===== src/rtl/core/sawc_pkg.sv =====
// ----------------------------------------------------------------------------
// sawc_pkg
// Shared types and constants of the cache tag and state engine.
// ----------------------------------------------------------------------------
package sawc_pkg;

    localparam int SETS_MAX   = 8192;
    localparam int WAYS_MAX   = 8;
    localparam int SET_W      = 13;
    localparam int TAG_W      = 31;
    localparam int OFF_W      = 12;
    localparam int WAY_W      = 3;
    localparam int IB_MAX     = 13;
    localparam int OB_MAX     = 12;

    localparam logic [1:0] CFG_WAYS   = 2'd0;
    localparam logic [1:0] CFG_INDEX  = 2'd1;
    localparam logic [1:0] CFG_OFFSET = 2'd2;

    localparam logic [1:0] ST_OK        = 2'd0;
    localparam logic [1:0] ST_BAD_SIZE  = 2'd1;
    localparam logic [1:0] ST_MISALIGN  = 2'd2;

    localparam logic [1:0] REFS_HIT   = 2'd0;
    localparam logic [1:0] REFS_MISS  = 2'd1;
    localparam logic [1:0] REFS_DIRTY = 2'd2;

    typedef struct packed {
        logic             op;
        logic [TAG_W-1:0] tag;
        logic [SET_W-1:0] set;
        logic [OFF_W-1:0] off;
        logic [1:0]       status;
    } t_item;

    typedef struct packed {
        logic             hit;
        logic [1:0]       refs;
        logic [TAG_W-1:0] tag;
        logic [SET_W-1:0] set;
        logic [OFF_W-1:0] off;
        logic [1:0]       status;
    } t_result;

    typedef struct packed {
        logic [WAYS_MAX-1:0][TAG_W-1:0] tags;
        logic [WAYS_MAX-1:0]            vld;
        logic [WAYS_MAX-1:0]            dty;
        logic [WAY_W-1:0]               ptr;
    } t_row;

    typedef struct packed {
        logic clearing;
    } t_back_stat;

    typedef enum logic [1:0] {
        S_CLR,
        S_IDLE,
        S_LOOK
    } t_back_state;

    function automatic logic [WAY_W-1:0] next_way(input logic [WAY_W-1:0] w,
                                                  input logic [3:0] ways);
        logic [3:0] n;
        n = {1'b0, w} + 4'd1;
        return (n >= ways) ? '0 : n[WAY_W-1:0];
    endfunction

endpackage


===== src/rtl/core/sawc_front.sv =====
// ----------------------------------------------------------------------------
// sawc_front
// Config registers, address split, status check and two-beat item queue.
// ----------------------------------------------------------------------------
module sawc_front
    import sawc_pkg::*;
(
    input  logic        i_clk,
    input  logic        i_rst_n,
    input  logic        i_cfg_we,
    input  logic [1:0]  i_cfg_idx,
    input  logic [3:0]  i_cfg_data,
    input  logic        i_push,
    output logic        o_full,
    input  logic        i_op,
    input  logic [3:0]  i_access_size,
    input  logic [31:0] i_address,
    input  t_back_stat  i_stat,
    output logic        o_q_valid,
    input  logic        i_q_pop,
    output t_item       o_q_item,
    output logic [3:0]  o_ways
);

    logic [3:0] r_way_count, r_index_bits, r_offset_bits;
    logic [3:0] ob, ib;
    logic [4:0] shamt;
    logic [31:0] addr_sh;
    logic [SET_W-1:0] set_mask;
    logic [OFF_W-1:0] off_mask;
    logic [3:0] sz_m1;
    logic sz_ok;
    t_item item;

    t_item r_q [2];
    logic  r_wp, r_rp;
    logic [1:0] r_cnt;
    logic do_push, do_pop;

    always_ff @(posedge i_clk) begin
        if (!i_rst_n) begin
            r_way_count   <= 4'd1;
            r_index_bits  <= 4'd1;
            r_offset_bits <= 4'd0;
        end else if (i_cfg_we) begin
            unique case (i_cfg_idx)
                CFG_WAYS:   r_way_count   <= i_cfg_data;
                CFG_INDEX:  r_index_bits  <= i_cfg_data;
                CFG_OFFSET: r_offset_bits <= i_cfg_data;
                default: ;
            endcase
        end
    end

    always_comb begin
        if (r_way_count == 4'd0)
            o_ways = 4'd1;
        else if (r_way_count > 4'(WAYS_MAX))
            o_ways = 4'(WAYS_MAX);
        else
            o_ways = r_way_count;
        ob = (r_offset_bits > 4'(OB_MAX)) ? 4'(OB_MAX) : r_offset_bits;
        if (r_index_bits == 4'd0)
            ib = 4'd1;
        else if (r_index_bits > 4'(IB_MAX))
            ib = 4'(IB_MAX);
        else
            ib = r_index_bits;
        shamt    = {1'b0, ob} + {1'b0, ib};
        addr_sh  = i_address >> ob;
        set_mask = (SET_W'(1) << ib) - SET_W'(1);
        off_mask = (OFF_W'(1) << ob) - OFF_W'(1);
        item.op  = i_op;
        item.off = i_address[OFF_W-1:0] & off_mask;
        item.set = addr_sh[SET_W-1:0] & set_mask;
        item.tag = TAG_W'(i_address >> shamt);
        sz_ok = (i_access_size == 4'd1) || (i_access_size == 4'd2) ||
                (i_access_size == 4'd4) || (i_access_size == 4'd8);
        sz_m1 = i_access_size - 4'd1;
        if (!sz_ok)
            item.status = ST_BAD_SIZE;
        else if ((item.off[3:0] & sz_m1) != 4'd0)
            item.status = ST_MISALIGN;
        else
            item.status = ST_OK;
    end

    assign o_full    = (r_cnt == 2'd2) || i_stat.clearing;
    assign do_push   = i_push && !o_full;
    assign o_q_valid = (r_cnt != 2'd0);
    assign do_pop    = i_q_pop && o_q_valid;
    assign o_q_item  = r_q[r_rp];

    always_ff @(posedge i_clk) begin
        if (do_push)
            r_q[r_wp] <= item;
    end

    always_ff @(posedge i_clk) begin
        if (!i_rst_n) begin
            r_wp  <= 1'b0;
            r_rp  <= 1'b0;
            r_cnt <= 2'd0;
        end else begin
            if (do_push)
                r_wp <= ~r_wp;
            if (do_pop)
                r_rp <= ~r_rp;
            r_cnt <= r_cnt + 2'(do_push) - 2'(do_pop);
        end
    end

endmodule


===== config.mk =====
export PLATFORM = sky130hd
export DESIGN_NAME = sawc_front
export DESIGN_NICKNAME = d
export VERILOG_FILES = /design/src/rtl/core/sawc_pkg.sv /design/src/rtl/core/sawc_front.sv
export SDC_FILE = /design/constraint.sdc
export NUM_CORES = 1
export LEC_CHECK = 0
export BUFFER_PORTS_ARGS = -buffer_cell sky130_fd_sc_hd__buf_2
export CAP_MARGIN = 25
export CORE_MARGIN = 2
export CORE_UTILIZATION = 40
export DETAILED_ROUTE_END_ITERATION = 8
export GPL_TIMING_DRIVEN = 0
export PLACE_DENSITY = 0.64
export RECOVER_POWER = 100
export SLEW_MARGIN = 20
export SYNTH_ARGS = -nofsm -noshare
export SYNTH_HDL_FRONTEND = slang
export SYNTH_SLANG_ARGS = --single-unit

===== constraint.sdc =====
create_clock -name i_clk -period 8 [get_ports i_clk]
set_input_delay 0.8 -clock i_clk [delete_from_list [all_inputs] [get_ports i_clk]]
set_output_delay 0.8 -clock i_clk [all_outputs]
set_load 0.005 [all_outputs]

==> results.toml, run 1 <==
[synthesis]
ys.flop_type = "edfxtp_1"
syn_nets = 754
ys_seq_area_frac = 0.470
ys_warn_count = 0
synth_area_mm2 = 0.00826
synth_edf_count = 118
ys_top_cells_by_area = "edfxtp_1 (43%), mux2i_1 (14%), mux2_2 (12%), dfxtp_1 (4.1%), nor2b_1 (2.7%)"
synth_top_area_frac = 0.429
synthDistinctLibCells = 54
ys_async_sr_fraction = 0
syn-mean-instance-area_um2 = 11.9
netlist_instances = 693
ys_ff_latch = 135
yosys.area.top_type = "edfxtp_1"

[final_layout]
layout_common_cells = "mux2i_1 (119), edfxtp_1 (118), buf_2 (93)"
area_delta_synth_final_pct = 17.3
final_common_cell = "mux2i_1"
final_cell_area_mm2 = 0.00968
layout.nets = 889
drive_gt1_frac = 0.259
fillCellCount = 1896
antenna_cells = 0

[timing]
worst_clock_skew_ns = 0.00811
worstMarginPinSlew_ns = 2.40
rsz0062_at_grt = "no"
slew_violations = 68
setup_tns_ns = 0
hold-worst-slack_ns = 0.490
fmax_mhz = 227
period_needed_ns = 4.41
slew_headroom = -0.597
setup_violations = 0
final_hold_viol_count = 0
final.period_utilization = 0.552

[power]
power_density_mw_per_mm2 = 226
comb_power_share = 0.264
power.share.sequential = 0.394
p_int_mw = 1.56
power_leakage_nw = 3.61
power.switching_mw = 0.626
clockPowerShare = 0.343
switching_share = 0.286
ir_worst_vdd_v = 0.000145

[routing]
route.detailed.drc = 0
first_pass_iters = 4
drtAntennaViolNets = 0
totalWireLength_mm = 20.6
dr_total_vias = 5936
routed_via_density = 5.34
wl_per_cell_um = 18.5
drtIter0Drc = 474

[floorplan]
ioPinCount = 114
core_mm2 = 0.0202
die_area_mm2 = 0.0218
start_util = 0.408
row_count = 52
die_h_um = 148
die_w_um = 148

[place]
detailedPlacementHpwl_mm = 15.6
io_buffers = 113
dpl_cell_area_mm2 = 0.00924
gp_congestion = 0.942

[grt]
grt_pass1_wl_mm = 32.1
antenna_found_initial = 0
grt_max_degree = 42
overflow = 0
first_global_vias = 5788
track_usage = 0.192

[clock_network]
cts_sinks = 135
cts_buffers = 17
cts_setup_buffers = 0
cts_tree = "built"
cts_resized = 0
clock_latency_ns = 0.42
clockBufferDepth = 2
htree_levels = 4
root_buffer = "clkbuf_16"
holdBufCountCts = 0
path_clk_slew_ns = 0.06

[setup_path]
cp.arrival_ns = 4.62
critical_path_peak_fanout = 10
critPathCaptureType = "flop"
cp-start-kind = "flop"
required_ns = 8.21
path_class = "flop to flop"

[run]
max_cap_violations = 2

[status]
violations = "max-capacitance violations, max-slew violations"
status = "finished, violations left"

[hold_path]
worstHoldPathType = "flop to flop"
-- worst max-delay path, cell delays in order, from the launching register on --
cell      delay (ns)
dfxtp_1         0.35
clkbuf_1        0.49
nand2_1         0.14
nand2_1         0.12
inv_1           0.20
ha_1            0.31
ha_1            0.40
clkbuf_1        0.54
clkbuf_1        0.54
mux2i_1         0.19
nand2_1         0.09
o21ai_0         0.13
mux2i_1         0.28
mux2i_1         0.12
mux2i_1         0.29
-- final timing paths --
| kind | start | end | slack (ns) | depth (start not counted) |
|---|---|---|---|---|
| worst max-delay path | r_offset_bits[3]$_SDFFE_PN0P_ | r_q[1][31]$_DFFE_PP_ | 3.59 | 14 |
| worst min-delay path | r_way_count[0]$_SDFFE_PN1P_ | r_way_count[0]$_SDFFE_PN1P_ | 0.49 | 2 |
| worst max register to register | r_offset_bits[3]$_SDFFE_PN0P_ | r_q[1][31]$_DFFE_PP_ | 3.59 | 14 |
| worst min register to register | r_way_count[0]$_SDFFE_PN1P_ | r_way_count[0]$_SDFFE_PN1P_ | 0.49 | 2 |
-- final cells by class --
class	instances	area, um^2	area share
Buffer	55	272	0.0280
Clock inverter	14	134	0.0138
Tap cell	270	338	0.0349
Clock buffer	18	429	0.0443
Multi-Input combinational cell	488	4020	0.415
Inverter	15	56.3	0.00581
Timing Repair Buffer	116	549	0.0567
Sequential cell	135	3880	0.401
-- per-layer routing --
layer  part of all wire  track usage  vias to the layer above
met4              0.014       0.0538                        0
met3              0.054       0.0355                       15
met5                  0            0                        -
met2               0.45        0.301                      171
li1                   -            -                     2858
met1               0.48        0.274                     2892
-- cell families after synthesis --
family / synth area share
and+or+nand+nor: 0.0890
muxes: 0.278
buffers and inverters: 0.0424
other: 0.000454
DFF: 0.470
xor gates and xnor gates: 0.0138
AOI/OAI and AO/OA: 0.0867
adders and majority gates: 0.0194
-- synth_stat cells, types with 3 or more instances --
master / n
nor2b_1: 35
and2_1: 12
a21oi_1: 25
nand3b_1: 5
o21ai_1: 3
mux2i_1: 119
ha_1: 12
dfxtp_1: 17
clkbuf_1: 25
nand3_1: 10
nor2_1: 28
o21ai_0: 29
nand2_1: 28
o21a_1: 8
buf_6: 8
xor2_1: 4
xnor2_1: 4
buf_2: 10
inv_1: 13
buf_4: 4
nor3_1: 10
nand2b_1: 3
edfxtp_1: 118
buf_1: 8
mux2_2: 86
and3_1: 3
a211oi_1: 24
mux4_2: 6
a22oi_1: 3
-- through the flow --
stage                     power [mW]   util  cells  setup WS [ns]
after floorplan                 1.25      -    693           3.95
final                           2.19  0.479   1111           3.59
after CTS                       2.23  0.484   1111           4.37
after global routing            2.29  0.479   1111           3.17
after global placement          1.47  0.453   1076           2.19
after detailed placement        1.47  0.457   1079           4.39
-- flip-flops by register name (all words and copies together), names as in the netlist, named ones only --
name,flops
r_wp,1
r_offset_bits,4
r_way_count,4
r_cnt,2
r_rp,1
r_q,118
r_index_bits,4
-- power groups by stage --
stage / clock network, mW / registers [mW] / logic [mW]
after global placement: 0 / 0.878 / 0.587
after detailed placement: 0 / 0.874 / 0.600
after floorplan: 0 / 0.872 / 0.383
after global routing: 0.792 / 0.866 / 0.632
after CTS: 0.764 / 0.859 / 0.602
final: 0.750 / 0.861 / 0.577
No activity file was read; power rests on OpenSTA's default activity.
==> inputs of run 2 (changes only) <==
==> constraint.sdc (replaced) <==
create_clock -name i_clk -period 4.3 [get_ports i_clk]
set_input_delay 0.43 -clock i_clk [delete_from_list [all_inputs] [get_ports i_clk]]
set_output_delay 0.43 -clock i_clk [all_outputs]
set_load 0.005 [all_outputs]
==> results.toml, run 2 (same netlist as run 1, synthesis figures left out) <==
[final_layout]
instances_no_fill = 1111
layout_common_cells = "mux2i_1 (119), edfxtp_1 (118), buf_2 (98)"
fillCellCount = 1892
final_cell_area_mm2 = 0.00970
final_util = 0.479
layout.nets = 889
final_common_cell = "mux2i_1"
top_register = "r_q"
antenna_cells = 0
area_delta_synth_final_pct = 17.5
largest_reg_flops = 118
drive_gt1_frac = 0.268

[setup_path]
required_ns = 4.28
cp-start-kind = "flop"
critPathLaunch = "r_cnt[0]$_SDFF_PN0_"
critPathCaptureType = "flop"
r2r-start = "r_cnt[0]$_SDFF_PN0_"
cp.arrival_ns = 3.76
critical_path_peak_fanout = 41
path_class = "flop to flop"

[clock_network]
htree_levels = 4
cts_resized = 0
path_clk_slew_ns = 0.06
cts_setup_buffers = 0
cts_sinks = 135
clockBufferDepth = 2
root_buffer = "clkbuf_16"
holdBufCountCts = 0
cts_buffers = 17
clock_latency_ns = 0.42
cts_tree = "built"

[timing]
period_needed_ns = 3.78
worstMarginPinSlew_ns = 2.45
slew_violations = 68
fmax_mhz = 265
timing.final.ws_setup_ns = 0.521
worst_clock_skew_ns = 0.00847
setup_tns_ns = 0
hold-worst-slack_ns = 0.224
slew_headroom = -0.631
final_hold_viol_count = 0
final.period_utilization = 0.879
setup_violations = 0
rsz0062_at_grt = "no"

[status]
status = "finished, violations left"
violations = "max-capacitance violations, max-slew violations"

[grt]
grt_pass1_wl_mm = 32.1
antenna_found_initial = 0
first_global_vias = 5788
grt_max_degree = 42
overflow = 0
track_usage = 0.192

[routing]
drtIter0Drc = 428
totalWireLength_mm = 20.7
dr_total_vias = 5915
drtAntennaViolNets = 0
wl_per_cell_um = 18.6
route.detailed.drc = 0
routed_via_density = 5.32
first_pass_iters = 5

[floorplan]
die_w_um = 148
ioPinCount = 114
die_h_um = 148
start_util = 0.408
row_count = 52
die_area_mm2 = 0.0218
core_mm2 = 0.0202

[hold_path]
hp-start = "i_op"
worstHoldPathType = "input port to flop"

[place]
dpl_cell_area_mm2 = 0.00924
io_buffers = 113
post-place-cells = 1079
gp_congestion = 0.942
place_ws_ns = 0.693
detailedPlacementHpwl_mm = 15.6

[power]
power_mw = 4.08
power_leakage_nw = 3.64
ir_worst_vdd_v = 0.000272
power_density_mw_per_mm2 = 420

[run]
max_cap_violations = 2
-- run 2: worst max-delay path, cell delays in order, from the launching register on --
cell and delay [ns]:
dfxtp_1 0.35, inv_1 0.05, a21oi_1 0.21, and3_1 0.89, clkbuf_1 1.79
-- run 2: per-layer routing --
layer,track usage,up-vias,share of wire
met2,0.301,157,0.45
met4,0.0538,0,0.013
li1,-,2854,-
met5,0,-,0
met1,0.274,2891,0.48
met3,0.0355,13,0.054
-- run 2: final cells by class --
class | instances | area [um^2] | area share
Sequential cell | 135 | 3880 | 0.400
Buffer | 55 | 288 | 0.0297
Clock buffer | 18 | 429 | 0.0443
Timing Repair Buffer | 116 | 551 | 0.0568
Clock inverter | 14 | 134 | 0.0138
Inverter | 15 | 56.3 | 0.00581
Multi-Input combinational cell | 488 | 4020 | 0.414
Tap cell | 270 | 338 | 0.0348
-- run 2: path summary, 6_finish.rpt --
| path | endpoint | slack [ns] | cells after the start |
|---|---|---|---|
| max | r_q[1][48]$_DFFE_PP_ | 0.52 | 4 |
| min | r_q[0][58]$_DFFE_PP_ | 0.22 | 1 |
| max reg2reg | r_q[1][48]$_DFFE_PP_ | 0.52 | 4 |
| min reg2reg | r_way_count[0]$_SDFFE_PN1P_ | 0.49 | 2 |
-- run 2: power breakdown --
group	switching (mW)	total [mW]	internal [mW]
combinational	0.585	1.07	0.490
clock	0.555	1.40	0.845
sequential	0.0292	1.60	1.57
